[src/teq_pkg.sv]
// Shared types and constants of the sorted timer event queue.
// No dependencies; imported by every module of the block.
package teq_pkg;

   localparam int CALLBACK_BITS = 8;
   localparam int ARG_BITS      = 32;
   localparam int OWNER_BITS    = 16;
   localparam int PORT_TIME_BITS = 32;
   localparam int DELAY_BITS    = 32;

   localparam logic [1:0] ACT_SET   = 2'd0;
   localparam logic [1:0] ACT_CLEAR = 2'd1;
   localparam logic [1:0] ACT_TICK  = 2'd2;

   typedef enum logic [1:0] {
      STATUS_FIRED  = 2'd0,
      STATUS_OK     = 2'd1,
      STATUS_REJECT = 2'd2,
      STATUS_FULL   = 2'd3
   } status_type;

   typedef enum logic [1:0] {
      CELL_HOLD,
      CELL_INSERT,
      CELL_REMOVE,
      CELL_POP
   } cell_op_type;

   // Handed from each cell to its right neighbor.
   typedef struct packed {
      logic take;     // this cell or one to its left takes the new word
      logic rm_seen;  // the cleared handle sits here or to the left
   } cell_link_type;

   typedef struct packed {
      logic alloc;    // mark the first free slot as used
      logic dealloc;  // mark release_slot as free
   } slot_ctrl_type;

   typedef enum logic {
      ST_IDLE,
      ST_EXPIRE
   } fsm_state_type;

endpackage

[src/teq_cell.sv]
// One position of the deadline-ordered cell row.
// Depends on teq_pkg for the cell op and neighbor link types.
module teq_cell import teq_pkg::*; #(
   parameter int TIME_BITS   = 32,
   parameter int IDX_BITS    = 4,
   parameter int HANDLE_BITS = 5
) (
   input  logic                     clock,
   input  logic                     reset,
   input  cell_op_type              op,
   input  logic [TIME_BITS-1:0]     new_deadline,
   input  logic [CALLBACK_BITS-1:0] new_callback,
   input  logic [ARG_BITS-1:0]      new_arg,
   input  logic [OWNER_BITS-1:0]    new_owner,
   input  logic [IDX_BITS-1:0]      new_slot,
   input  logic [HANDLE_BITS-1:0]   rm_handle,
   input  cell_link_type            link_in,
   output cell_link_type            link_out,
   input  logic                     prev_valid,
   input  logic [TIME_BITS-1:0]     prev_deadline,
   input  logic [CALLBACK_BITS-1:0] prev_callback,
   input  logic [ARG_BITS-1:0]      prev_arg,
   input  logic [OWNER_BITS-1:0]    prev_owner,
   input  logic [IDX_BITS-1:0]      prev_slot,
   input  logic                     next_valid,
   input  logic [TIME_BITS-1:0]     next_deadline,
   input  logic [CALLBACK_BITS-1:0] next_callback,
   input  logic [ARG_BITS-1:0]      next_arg,
   input  logic [OWNER_BITS-1:0]    next_owner,
   input  logic [IDX_BITS-1:0]      next_slot,
   output logic                     valid,
   output logic [TIME_BITS-1:0]     deadline,
   output logic [CALLBACK_BITS-1:0] callback,
   output logic [ARG_BITS-1:0]      arg,
   output logic [OWNER_BITS-1:0]    owner,
   output logic [IDX_BITS-1:0]      slot
);

   logic                     valid_ff, valid_in;
   logic [TIME_BITS-1:0]     deadline_ff, deadline_in;
   logic [CALLBACK_BITS-1:0] callback_ff, callback_in;
   logic [ARG_BITS-1:0]      arg_ff, arg_in;
   logic [OWNER_BITS-1:0]    owner_ff, owner_in;
   logic [IDX_BITS-1:0]      slot_ff, slot_in;
   logic                     take_here;
   logic                     rm_hit;

   // Empty cells and cells due no earlier than the new word give way.
   assign take_here = !valid_ff || (deadline_ff >= new_deadline);
   assign rm_hit    = valid_ff && (HANDLE_BITS'(slot_ff) == rm_handle);

   assign link_out.take    = link_in.take || take_here;
   assign link_out.rm_seen = link_in.rm_seen || rm_hit;

   always_comb begin
      valid_in    = valid_ff;
      deadline_in = deadline_ff;
      callback_in = callback_ff;
      arg_in      = arg_ff;
      owner_in    = owner_ff;
      slot_in     = slot_ff;
      unique case (op)
         CELL_INSERT: begin
            if (link_in.take) begin
               valid_in    = prev_valid;
               deadline_in = prev_deadline;
               callback_in = prev_callback;
               arg_in      = prev_arg;
               owner_in    = prev_owner;
               slot_in     = prev_slot;
            end else if (take_here) begin
               valid_in    = 1'b1;
               deadline_in = new_deadline;
               callback_in = new_callback;
               arg_in      = new_arg;
               owner_in    = new_owner;
               slot_in     = new_slot;
            end
         end
         CELL_REMOVE, CELL_POP: begin
            if (op == CELL_POP || link_out.rm_seen) begin
               valid_in    = next_valid;
               deadline_in = next_deadline;
               callback_in = next_callback;
               arg_in      = next_arg;
               owner_in    = next_owner;
               slot_in     = next_slot;
            end
         end
         default: begin
         end
      endcase
   end

   always_ff @(posedge clock) begin
      if (reset) begin
         valid_ff <= 1'b0;
      end else begin
         valid_ff <= valid_in;
      end
      deadline_ff <= deadline_in;
      callback_ff <= callback_in;
      arg_ff      <= arg_in;
      owner_ff    <= owner_in;
      slot_ff     <= slot_in;
   end

   assign valid    = valid_ff;
   assign deadline = deadline_ff;
   assign callback = callback_ff;
   assign arg      = arg_ff;
   assign owner    = owner_ff;
   assign slot     = slot_ff;

endmodule

[src/teq_slot_alloc.sv]
// Slot-in-use bitmap with lowest-free-slot search.
// Depends on teq_pkg for the slot control struct.
module teq_slot_alloc import teq_pkg::*; #(
   parameter int QUEUE_DEPTH = 16,
   parameter int IDX_BITS    = 4
) (
   input  logic                clock,
   input  logic                reset,
   input  slot_ctrl_type       ctrl,
   input  logic [IDX_BITS-1:0] release_slot,
   output logic [IDX_BITS-1:0] free_slot
);

   logic [QUEUE_DEPTH-1:0] in_use_ff, in_use_in;

   always_comb begin
      free_slot = '0;
      for (int i = QUEUE_DEPTH - 1; i >= 0; i--) begin
         if (!in_use_ff[i]) begin
            free_slot = IDX_BITS'(i);
         end
      end
   end

   always_comb begin
      in_use_in = in_use_ff;
      if (ctrl.alloc) begin
         in_use_in[free_slot] = 1'b1;
      end
      if (ctrl.dealloc) begin
         in_use_in[release_slot] = 1'b0;
      end
   end

   always_ff @(posedge clock) begin
      if (reset) begin
         in_use_ff <= '0;
      end else begin
         in_use_ff <= in_use_in;
      end
   end

endmodule

[src/sorted_timer_event_queue.sv]
// Sorted timer event queue: holds up to QUEUE_DEPTH timer events in a row of
// cells kept in deadline order, head in cell 0. A request word either sets an
// event (due at now_time + interval, saturated at the top of the time range,
// placed ahead of equal deadlines), clears an event by handle, or only ticks.
// The set or clear happens in the cycle the word is accepted, as one shift of
// the whole cell row. From the next cycle on the head is checked once a cycle
// against the word's now_time and popped while it is due or belongs to
// another owner; each popped event of the current owner gives a fired
// response word, others vanish silently. The check that finds nothing to pop
// sends the closing word (last = 1) with status, the new handle of a set, and
// the delay to the new head. Handles are slot numbers; the lowest free slot is
// taken. The owner register must be written only between items; the block
// itself does not enforce it. Reset clears the cell valid bits and the slot
// bitmap; there is no clearing pass.
module sorted_timer_event_queue import teq_pkg::*; #(
   parameter int QUEUE_DEPTH = 16,
   parameter int TIME_BITS   = 32,
   localparam int IDX_BITS    = (QUEUE_DEPTH > 1) ? $clog2(QUEUE_DEPTH) : 1,
   localparam int HANDLE_BITS = $clog2(QUEUE_DEPTH + 1)
) (
   input  logic                      clock,
   input  logic                      reset,
   // configuration
   input  logic                      csr_write_en,
   input  logic [OWNER_BITS-1:0]     csr_write_data,
   // request channel
   input  logic                      req_valid,
   output logic                      req_stall,
   input  logic [1:0]                req_action,
   input  logic [PORT_TIME_BITS-1:0] req_now_time,
   input  logic [PORT_TIME_BITS-1:0] req_interval,
   input  logic [CALLBACK_BITS-1:0]  req_callback_id,
   input  logic [ARG_BITS-1:0]       req_callback_arg,
   input  logic [HANDLE_BITS-1:0]    req_clear_handle,
   // response channel
   output logic                      rsp_valid,
   input  logic                      rsp_stall,
   output logic [1:0]                rsp_status,
   output logic [HANDLE_BITS-1:0]    rsp_event_handle,
   output logic [CALLBACK_BITS-1:0]  rsp_fired_callback,
   output logic [ARG_BITS-1:0]       rsp_fired_arg,
   output logic [DELAY_BITS-1:0]     rsp_alarm_delay,
   output logic                      rsp_last
);

   localparam logic [HANDLE_BITS-1:0] NO_HANDLE = HANDLE_BITS'(QUEUE_DEPTH);

   // ---------------------------------------------------------------------
   // Control state
   // ---------------------------------------------------------------------
   fsm_state_type             state_ff, state_in;
   logic [OWNER_BITS-1:0]     owner_ff;
   logic [TIME_BITS-1:0]      now_ff;
   status_type                status_ff, status_in;
   logic [HANDLE_BITS-1:0]    handle_ff, handle_in;

   // Output register, parts the queue from the response side.
   logic                      rsp_valid_ff;
   status_type                rsp_status_ff;
   logic [HANDLE_BITS-1:0]    rsp_handle_ff;
   logic [CALLBACK_BITS-1:0]  rsp_callback_ff;
   logic [ARG_BITS-1:0]       rsp_arg_ff;
   logic [DELAY_BITS-1:0]     rsp_delay_ff;
   logic                      rsp_last_ff;

   // ---------------------------------------------------------------------
   // Cell row wiring
   // ---------------------------------------------------------------------
   cell_op_type               cell_op;
   slot_ctrl_type             slot_ctrl;
   logic [IDX_BITS-1:0]       release_slot;
   logic [IDX_BITS-1:0]       free_slot;

   logic                      c_valid    [QUEUE_DEPTH];
   logic [TIME_BITS-1:0]      c_deadline [QUEUE_DEPTH];
   logic [CALLBACK_BITS-1:0]  c_callback [QUEUE_DEPTH];
   logic [ARG_BITS-1:0]       c_arg      [QUEUE_DEPTH];
   logic [OWNER_BITS-1:0]     c_owner    [QUEUE_DEPTH];
   logic [IDX_BITS-1:0]       c_slot     [QUEUE_DEPTH];
   cell_link_type             c_link     [QUEUE_DEPTH];

   // ---------------------------------------------------------------------
   // Request decode: mask times to TIME_BITS, saturate the new deadline
   // ---------------------------------------------------------------------
   logic [63:0]               now_wide, intv_wide;
   logic [TIME_BITS-1:0]      req_now, req_intv, new_due;
   logic [TIME_BITS:0]        due_sum;
   logic                      accept, queue_full;

   assign now_wide  = 64'(req_now_time);
   assign intv_wide = 64'(req_interval);
   assign req_now   = now_wide[TIME_BITS-1:0];
   assign req_intv  = intv_wide[TIME_BITS-1:0];
   assign due_sum   = {1'b0, req_now} + {1'b0, req_intv};
   assign new_due   = due_sum[TIME_BITS] ? '1 : due_sum[TIME_BITS-1:0];

   assign queue_full = c_valid[QUEUE_DEPTH-1];
   assign req_stall  = (state_ff != ST_IDLE);
   assign accept     = req_valid && !req_stall;

   // ---------------------------------------------------------------------
   // Head check: due or foreign-owned heads are popped
   // ---------------------------------------------------------------------
   logic                      head_owned, head_pop, out_free;
   logic [TIME_BITS-1:0]      head_diff;
   logic [63:0]               diff_wide;
   logic [DELAY_BITS-1:0]     head_delay;

   assign head_owned = (c_owner[0] == owner_ff);
   assign head_pop   = c_valid[0] && ((c_deadline[0] <= now_ff) || !head_owned);
   assign out_free   = !rsp_valid_ff || !rsp_stall;
   assign head_diff  = c_deadline[0] - now_ff;
   assign diff_wide  = 64'(head_diff);
   assign head_delay = (diff_wide[63:DELAY_BITS] != '0) ? '1 : diff_wide[DELAY_BITS-1:0];

   // ---------------------------------------------------------------------
   // Next state
   // ---------------------------------------------------------------------
   always_comb begin
      state_in = state_ff;
      unique case (state_ff)
         ST_IDLE: begin
            if (accept) begin
               state_in = ST_EXPIRE;
            end
         end
         ST_EXPIRE: begin
            // Leave once the closing word goes into the output register.
            if (out_free && !head_pop) begin
               state_in = ST_IDLE;
            end
         end
         default: begin
            state_in = ST_IDLE;
         end
      endcase
   end

   // ---------------------------------------------------------------------
   // Outputs of the sequencer: cell op, slot bitmap, response load
   // ---------------------------------------------------------------------
   logic                      rsp_load;
   status_type                rsp_status_in;
   logic [HANDLE_BITS-1:0]    rsp_handle_in;
   logic [CALLBACK_BITS-1:0]  rsp_callback_in;
   logic [ARG_BITS-1:0]       rsp_arg_in;
   logic [DELAY_BITS-1:0]     rsp_delay_in;
   logic                      rsp_last_in;

   always_comb begin
      cell_op         = CELL_HOLD;
      slot_ctrl       = '0;
      release_slot    = req_clear_handle[IDX_BITS-1:0];
      status_in       = STATUS_OK;
      handle_in       = NO_HANDLE;
      rsp_load        = 1'b0;
      rsp_status_in   = STATUS_FIRED;
      rsp_handle_in   = NO_HANDLE;
      rsp_callback_in = '0;
      rsp_arg_in      = '0;
      rsp_delay_in    = '0;
      rsp_last_in     = 1'b0;
      unique case (state_ff)
         ST_IDLE: begin
            if (accept) begin
               unique case (req_action)
                  ACT_SET: begin
                     if (req_intv == '0) begin
                        status_in = STATUS_REJECT;
                     end else if (queue_full) begin
                        status_in = STATUS_FULL;
                     end else begin
                        // Shift-insert the new event and take the lowest free slot.
                        cell_op         = CELL_INSERT;
                        slot_ctrl.alloc = 1'b1;
                        handle_in       = HANDLE_BITS'(free_slot);
                     end
                  end
                  ACT_CLEAR: begin
                     // Close the gap behind the matching cell; unknown handles hit nothing.
                     cell_op           = CELL_REMOVE;
                     slot_ctrl.dealloc = c_link[QUEUE_DEPTH-1].rm_seen;
                  end
                  default: begin
                  end
               endcase
            end
         end
         ST_EXPIRE: begin
            if (head_pop) begin
               // Drop foreign events at once; hold own ones until the output is free.
               if (!head_owned || out_free) begin
                  cell_op           = CELL_POP;
                  slot_ctrl.dealloc = 1'b1;
                  release_slot      = c_slot[0];
                  rsp_load          = head_owned;
                  rsp_handle_in     = HANDLE_BITS'(c_slot[0]);
                  rsp_callback_in   = c_callback[0];
                  rsp_arg_in        = c_arg[0];
               end
            end else if (out_free) begin
               rsp_load      = 1'b1;
               rsp_status_in = status_ff;
               rsp_handle_in = handle_ff;
               rsp_delay_in  = c_valid[0] ? head_delay : '0;
               rsp_last_in   = 1'b1;
            end
         end
         default: begin
         end
      endcase
   end

   // ---------------------------------------------------------------------
   // Registers
   // ---------------------------------------------------------------------
   always_ff @(posedge clock) begin
      if (reset) begin
         state_ff     <= ST_IDLE;
         owner_ff     <= '0;
         rsp_valid_ff <= 1'b0;
      end else begin
         state_ff <= state_in;
         if (csr_write_en) begin
            owner_ff <= csr_write_data;
         end
         if (rsp_load) begin
            rsp_valid_ff <= 1'b1;
         end else if (!rsp_stall) begin
            rsp_valid_ff <= 1'b0;
         end
      end
   end

   always_ff @(posedge clock) begin
      if (accept) begin
         now_ff    <= req_now;
         status_ff <= status_in;
         handle_ff <= handle_in;
      end
      if (rsp_load) begin
         rsp_status_ff   <= rsp_status_in;
         rsp_handle_ff   <= rsp_handle_in;
         rsp_callback_ff <= rsp_callback_in;
         rsp_arg_ff      <= rsp_arg_in;
         rsp_delay_ff    <= rsp_delay_in;
         rsp_last_ff     <= rsp_last_in;
      end
   end

   assign rsp_valid          = rsp_valid_ff;
   assign rsp_status         = rsp_status_ff;
   assign rsp_event_handle   = rsp_handle_ff;
   assign rsp_fired_callback = rsp_callback_ff;
   assign rsp_fired_arg      = rsp_arg_ff;
   assign rsp_alarm_delay    = rsp_delay_ff;
   assign rsp_last           = rsp_last_ff;

   // ---------------------------------------------------------------------
   // Slot bitmap
   // ---------------------------------------------------------------------
   teq_slot_alloc #(
      .QUEUE_DEPTH (QUEUE_DEPTH),
      .IDX_BITS    (IDX_BITS)
   ) u_slot_alloc (
      .clock        (clock),
      .reset        (reset),
      .ctrl         (slot_ctrl),
      .release_slot (release_slot),
      .free_slot    (free_slot)
   );

   // ---------------------------------------------------------------------
   // Cell row: cell 0 is the head; each cell talks to its two neighbors
   // ---------------------------------------------------------------------
   for (genvar i = 0; i < QUEUE_DEPTH; i++) begin : g_cell
      cell_link_type            link_in;
      logic                     prev_valid, next_valid;
      logic [TIME_BITS-1:0]     prev_deadline, next_deadline;
      logic [CALLBACK_BITS-1:0] prev_callback, next_callback;
      logic [ARG_BITS-1:0]      prev_arg, next_arg;
      logic [OWNER_BITS-1:0]    prev_owner, next_owner;
      logic [IDX_BITS-1:0]      prev_slot, next_slot;

      if (i == 0) begin : g_first
         assign link_in       = '0;
         assign prev_valid    = 1'b0;
         assign prev_deadline = new_due;
         assign prev_callback = req_callback_id;
         assign prev_arg      = req_callback_arg;
         assign prev_owner    = owner_ff;
         assign prev_slot     = free_slot;
      end else begin : g_inner
         assign link_in       = c_link[i-1];
         assign prev_valid    = c_valid[i-1];
         assign prev_deadline = c_deadline[i-1];
         assign prev_callback = c_callback[i-1];
         assign prev_arg      = c_arg[i-1];
         assign prev_owner    = c_owner[i-1];
         assign prev_slot     = c_slot[i-1];
      end

      if (i == QUEUE_DEPTH - 1) begin : g_tail
         assign next_valid    = 1'b0;
         assign next_deadline = c_deadline[i];
         assign next_callback = c_callback[i];
         assign next_arg      = c_arg[i];
         assign next_owner    = c_owner[i];
         assign next_slot     = c_slot[i];
      end else begin : g_body
         assign next_valid    = c_valid[i+1];
         assign next_deadline = c_deadline[i+1];
         assign next_callback = c_callback[i+1];
         assign next_arg      = c_arg[i+1];
         assign next_owner    = c_owner[i+1];
         assign next_slot     = c_slot[i+1];
      end

      teq_cell #(
         .TIME_BITS   (TIME_BITS),
         .IDX_BITS    (IDX_BITS),
         .HANDLE_BITS (HANDLE_BITS)
      ) u_cell (
         .clock         (clock),
         .reset         (reset),
         .op            (cell_op),
         .new_deadline  (new_due),
         .new_callback  (req_callback_id),
         .new_arg       (req_callback_arg),
         .new_owner     (owner_ff),
         .new_slot      (free_slot),
         .rm_handle     (req_clear_handle),
         .link_in       (link_in),
         .link_out      (c_link[i]),
         .prev_valid    (prev_valid),
         .prev_deadline (prev_deadline),
         .prev_callback (prev_callback),
         .prev_arg      (prev_arg),
         .prev_owner    (prev_owner),
         .prev_slot     (prev_slot),
         .next_valid    (next_valid),
         .next_deadline (next_deadline),
         .next_callback (next_callback),
         .next_arg      (next_arg),
         .next_owner    (next_owner),
         .next_slot     (next_slot),
         .valid         (c_valid[i]),
         .deadline      (c_deadline[i]),
         .callback      (c_callback[i]),
         .arg           (c_arg[i]),
         .owner         (c_owner[i]),
         .slot          (c_slot[i])
      );
   end

endmodule

[config.mk]
export PLATFORM = sky130hd
export DESIGN_NAME = sorted_timer_event_queue
export DESIGN_NICKNAME = d
export VERILOG_FILES = /design/src/teq_pkg.sv /design/src/teq_cell.sv /design/src/teq_slot_alloc.sv /design/src/sorted_timer_event_queue.sv
export SDC_FILE = /design/constraint.sdc
export NUM_CORES = 2
export LEC_CHECK = 0
export ABC_CLOCK_PERIOD_IN_PS = 23500
export BUFFER_PORTS_ARGS = -buffer_cell sky130_fd_sc_hd__buf_2
export CORE_AREA = 2 2 379 381
export DETAILED_ROUTE_END_ITERATION = 7
export DIE_AREA = 0 0 381 383
export MAX_ROUTING_LAYER = met4
export PLACE_DENSITY = 0.81
export SKIP_LAST_GASP = 1
export SLEW_MARGIN = 20
export SYNTH_ARGS = -nofsm -noshare
export SYNTH_HDL_FRONTEND = slang
export SYNTH_SLANG_ARGS = --single-unit
[constraint.sdc]
create_clock -name clock -period 23.5 [get_ports clock]
set_clock_uncertainty 0.15 [all_clocks]
set_input_delay 2.35 -clock clock [delete_from_list [all_inputs] [get_ports clock]]
set_output_delay 2.35 -clock clock [all_outputs]
set_load 0.005 [all_outputs]
Word level (Yosys, flattened, before mapping):

Index checks and enable logic that the tools add are counted.

* flip-flop bits (word level): 1641
* input port bits: 132
* word-level logic and storage cells: 754

* $add $sub $neg: 2
* order comparisons: 21
* eq/ne operators: 54
* muxes and demuxes: 425
* bitwise logic cells: 7
* reduce and logical (&&, ||, !) cells: 135

Operators with widths (count)
* two-way mux 32 bit: 93
* case mux 32 bit (2 select lines): 30
* two-way mux 16 bit: 48
* greater-or-equal comparator 32 bit: 16
* case mux 16 bit (2 select lines): 15
* two-way mux 8 bit: 46
* two-way mux 4 bit: 65
* case mux 8 bit (2 select lines): 15
* case mux 4 bit (2 select lines): 15
* equality test 4 x 5 -> 1 bit: 16
* two-way mux 1 bit: 66
* logical OR 1 bit: 64
* AND reduction 3 bit: 17
* != test 3 x 1 -> 1 bit, second input constant: 14
* != test 2 x 1 -> 1 bit, second input constant: 18
* case mux 1 bit (2 select lines): 18
* adder 32 x 32 -> 33 bit: 1
* <= comparator 32 bit: 1
* logical NOT 32 bit: 1
* subtractor 32 bit: 1
* logical AND 1 bit: 21
* logical NOT 1 bit: 21
* two-way mux 5 bit: 4
* AND 16 bit: 1
* 18 further kinds: 37

Logic depth before layout (Yosys ltp):

* depth in word-level cells: 24
* mapped depth: 29
* mapped depth without buffers: 24

Cells and area by module:

Synthesis repeated with hierarchy kept, for this count alone.

* cells, all modules: 9424
* area, all modules: 98623.3 um^2

By module, submodules not included
* teq_cell (g_cell[0].u_cell ...): times used 10, cells each 527, area an instance 5559.1 um^2, sequential area each 2782.7 um^2
* teq_cell (g_cell[4].u_cell ...): times used 6, cells each 527, area an instance 5557.8 um^2, sequential area each 2782.7 um^2
* sorted_timer_event_queue: times used 1, cells each 873, area an instance 8742.1 um^2, sequential area each 3933.8 um^2
* teq_slot_alloc: times used 1, cells each 119, area an instance 943.4 um^2, sequential area each 320.3 um^2

Worst setup path after synthesis:

No wires, ideal clock.

* kind: in2reg
* start point: input port req_now_time[14]
* end point: register g_cell[13].u_cell.arg_ff[0] (enable)
* library setup time: 683 ps
* arrival: 14648 ps
* data required time: 22667 ps
* setup slack: 8018 ps
* stages on the path: 26
* path through: ha_1 clkbuf_1 a21o_1 a2111o_1 or3_1 nor3_1 o31ai_1 o31a_1 a31o_2 a41oi_1 mux2i_1 clkbuf_1 inv_1 ha_1 nand4_1 nor3_1 nand3_1 nor3_1 nand2_1 o31ai_1 nor4_4 and4b_1 buf_2 buf_4 buf_4 a21boi_0

* word-level cells in the longest chain between the ends: 18
* elaborated cells on any way between the ends: 44
* those cells by class: 1 x add/sub; 14 x order compare; 1 x eq/ne; 1 x mux; 27 x reduce/logical

RTL lines
* start: declaration: RTL line sorted_timer_event_queue.sv:30 `input logic [PORT_TIME_BITS-1:0] req_now_time,`
* adder 32 x 32 -> 33 bit *: RTL line sorted_timer_event_queue.sv:94 `assign due_sum = {1'b0, req_now} + {1'b0, req_intv};`
* two-way mux 32 bit *: RTL line sorted_timer_event_queue.sv:95 `assign new_due = due_sum[TIME_BITS] ? '1 : due_sum[TIME_BITS-1:0];`
* greater-or-equal comparator 32 bit: RTL line teq_cell.sv:49 `assign take_here = !valid_ff || (deadline_ff >= new_deadline);`
* logical OR 1 bit: RTL line teq_cell.sv:49
* logical OR 1 bit (12 in a row): RTL line teq_cell.sv:52 `assign link_out.take = link_in.take || take_here;`
* != test 3 x 1 -> 1 bit (no source line) *
* AND reduction 3 bit (no source line) *
* end signal: assignment: RTL line teq_cell.sv:103 `arg_ff <= arg_in;`
* end: declaration: RTL line teq_cell.sv:42 `logic [ARG_BITS-1:0] arg_ff, arg_in;`

Every way passes the cells marked *; elsewhere a longest branch is shown, timed or not.
A chain may end at the register's enable or synchronous reset.

Worst setup path in the final report:

* start point: input port req_interval[2]
* end point: register g_cell[9].u_cell.owner_ff[14] (enable)

* word-level cells in the longest chain between the ends: 14
* elaborated cells on any way between the ends: 44
* those cells by class: 1 x add/sub; 10 x order compare; 5 x eq/ne; 5 x mux; 23 x reduce/logical

RTL lines
* start: declaration: RTL line sorted_timer_event_queue.sv:31 `input logic [PORT_TIME_BITS-1:0] req_interval,`
* adder 32 x 32 -> 33 bit: RTL line sorted_timer_event_queue.sv:94
* two-way mux 32 bit: RTL line sorted_timer_event_queue.sv:95
* greater-or-equal comparator 32 bit: RTL line teq_cell.sv:49
* logical OR 1 bit: RTL line teq_cell.sv:49
* logical OR 1 bit (8 in a row): RTL line teq_cell.sv:52
* != test 3 x 1 -> 1 bit (no source line)
* AND reduction 3 bit (no source line) *
* end signal: assignment: RTL line teq_cell.sv:104 `owner_ff <= owner_in;`
* end: declaration: RTL line teq_cell.sv:43 `logic [OWNER_BITS-1:0] owner_ff, owner_in;`

Marks and branches as above.

==> metrics.txt <==
count of final setup violators=0; total wire length=286800 microns; Synth async-reset ratio=0%; flops & latches, synth=1641; die area=approximately 150000 sq um; DRT Pass-1 Iters=8; core area=142300 sq um; Netlist Area Pre-Place=94700 sq um; FF-to-FF path depth=15; initial antenna violation count=12; DRT iter0 DRCs=around 9600; CTS buffer count=175; Rows=about 140; Worst Hold Slack=364.8 ps; port bufs=between 200 and 250; Die X-Extent=381 microns; crit-path max FO=between 40 and 50; Overall Power=between 7 and 8 mW; vias per cell=~6.7; Worst Hold Class=reg -> reg; total grt overflow=0; ranking of synthesized cells by area=edfxtp_1 (50%), mux2i_1 (9.9%), nand2_1 (7.5%), ha_1 (7.0%), o21ai_0 (6.7%); Worst EP required=23780 ps; design area=roughly 100000 sq um; worst-margin pin slew=1180 ps; via count=around 74000; Fmax=a little under 80 MHz; RSZ-0062 raised after global routing=no; nets=9739; crit start category=primary input; Post-Syn Instances=9189; Post-Syn Nets=between 9000 and 10000; Lkg Pwr=36.58 nW; R2R Setup Slk=roughly 15000 ps; io pins=214; hold depth=2; fill count=10159; Remaining DRCs=0; global-route wire length before repair=between 400000 and 500000 microns; number of global-route vias before repair=between 70000 and 80000; H-Tree Depth=4; Hold Crit Start=rsp_valid$_SDFFE_PP0P_; GRT Util Overall=around 40%; beginning of the worst register-to-register path=g_cell[0].u_cell.deadline[25]$_DFFE_PP_; Crit Reg-Reg Endpoint=g_cell[5].u_cell.arg[2]$_DFFE_PP_; Clock Latency Late Sink=between 800 and 900 ps; maximum vdd drop=between 0.08 and 0.09 mV; CTS tree=done; Post-synth EDFFs=approximately 1600; Placed Area=roughly 97000 sq um; CP arrival=~13000 ps; clk root buf=clkbuf_16; Max Buffers Root-to-Sink=3; synth unique cells=90; # clock sinks=around 1600; Setup Fix Bufs, Post-CTS=0; YS warnings=0; hold buffers post-CTS=0; commonest register cell after synthesis=edfxtp_1; syn_area_per_cell=roughly 10 sq um; status=completed; ratio of final minimum period to clock period=a little under three fifths; hpwl dp=around 180000 microns; top cell type's share of synthesized area=50.45%; Max-Cap Viols=0; GP Congestion=about 1; max_slew headroom=20.06%; Hold EP=rsp_valid$_SDFFE_PP0P_; initial core utilization=~67%; min Tclk post-route=12970 ps; Critical Setup Path Class=in -> reg; DRT antenna net count=0; Die Height=~380 microns; sequential area share after synthesis=51.51%; proportion of layout cells with a drive suffix above 1=under 10%; drt wl/cell=about 26 microns; CP endpoint kind=flop; fin. max-slew vios=0; cts repair resizes=0; Syn-to-layout area delta=8.365%; Pwr Density=about 73 nW/um^2; largest net degree at the start of global routing=between 300 and 400; setup tns final=0 ps; final hold violations=0; leading area contributor after synthesis=edfxtp_1; Reg clk slew, reported paths=approximately 60 ps
[cells in the final DEF (no fill, tap or decap), drive strengths merged, types with 55 or more instances in the layout]
master and instances:
a211oi 58, a21o 105, a21oi 289, a31oi 179, and2 55, buf 364
clkbuf 228, clkinv 95, edfxtp 1591, ha 529, inv 133, mux2 93
mux2i 938, nand2 1894, nand3 82, nand4 90, nor2 406, nor3 90
o21ai 1390, xor2 61
[metal layers]
metal / routed length, microns / vias up / GRT usage, %
li1: - / 33423 / -
met1: 110700 / 35614 / 51.96
met2: 131000 / 4454 / 60.47
met3: 30830 / 787 / 6.883
met4: 14250 / 0 / 18.37
met5: 0 / - / -
[cells by family after synthesis]
family                   after synthesis  share of synthesized area (%)
AND/OR/NAND/NOR                     2811                          12.41
AO/OA/AOI/OAI                       2273                          13.59
flip-flops                          1641                          51.51
multiplexers                        1031                          11.02
buffers and inverters                799                          3.493
adder cells (fa/ha/maj)              532                          7.042
XOR/XNOR                             102                         0.9434
[critical path, cell delays in order]
cell       delay (ps)
buf_2             110
ha_1              350
o21ai_0           140
o21ai_0           450
nor4b_1           840
nor3_1            210
o31ai_1           510
o31a_1            260
a21oi_1           100
mux2i_1           130
buf_4             170
nor2_1            580
inv_1             550
ha_1              450
nand4_1           200
nor4_1            150
a21oi_1           170
o21ai_1           160
or3_1             490
o2bb2ai_4         170
buf_4             590
nand2_8           520
or4_4             990
nor2_4            150
buf_4             860
buf_4             970
o21ai_4            50
buf_4             460
[per-stage QoR]
step | worst slack (ps) | utilization (%) | cells
3_5_place_dp | 10000 | 68.12 | 10798
6_report | 10530 | 72.13 | 11133
3_3_place_gp | 10040 | 68.11 | 10798
5_1_grt | 10300 | 72.13 | 11132
4_1_cts | 10840 | 72.03 | 11120
2_1_floorplan | 8018 | - | 9189
[where the power goes]
part	switching (mW)	internal, mW
clock network	1.21	1.52
registers	0.107	3.43
logic	0.828	0.394
[worst max path at each step]
stage               cells after the start                                   end  slack [ps]              from
finish                                 28  g_cell[9].u_cell.owner[14]$_DFFE_PP_       10530   req_interval[2]
CTS                                    29  g_cell[9].u_cell.owner[14]$_DFFE_PP_       10840   req_now_time[0]
detailed placement                     29   g_cell[9].u_cell.owner[9]$_DFFE_PP_       10000   req_now_time[0]
floorplan                              26    g_cell[13].u_cell.arg[0]$_DFFE_PP_        8020  req_now_time[14]
global route                           29  g_cell[9].u_cell.owner[14]$_DFFE_PP_       10300   req_now_time[0]
global placement                       29   g_cell[9].u_cell.owner[0]$_DFFE_PP_       10040   req_now_time[0]
[synth_stat cells, types with 105 or more instances]
cell,count
a21o_1,105
a21oi_1,289
a31oi_1,179
clkbuf_1,528
edfxtp_1,1591
ha_1,529
inv_1,125
mux2i_1,938
nand2_1,1893
nor2_1,405
o21ai_0,1263
o21ai_1,125
[registers in the layout, indices dropped and copies added (netlist names), 32 cells and up]
signal                  count
rsp_fired_arg              32
rsp_alarm_delay            32
g_cell.u_cell.deadline    512
g_cell.u_cell.callback    128
g_cell.u_cell.owner       256
g_cell.u_cell.arg         512
g_cell.u_cell.slot         64
now_ff                     32
[cell type report]
cell class	instances	area [sq um]	share of cell area [%]
Sequential cell	1641	48780	47.53
Clock buffer	228	4733	4.613
Inverter	145	549.3	0.5353
Multi-Input combinational cell	6749	42970	41.88
Tap cell	1903	2381	2.320
Clock inverter	94	833.3	0.8120
Timing Repair Buffer	364	2350	2.290
Antenna cell	9	22.52	0.02195
Power figures use the tool's default switching activity.
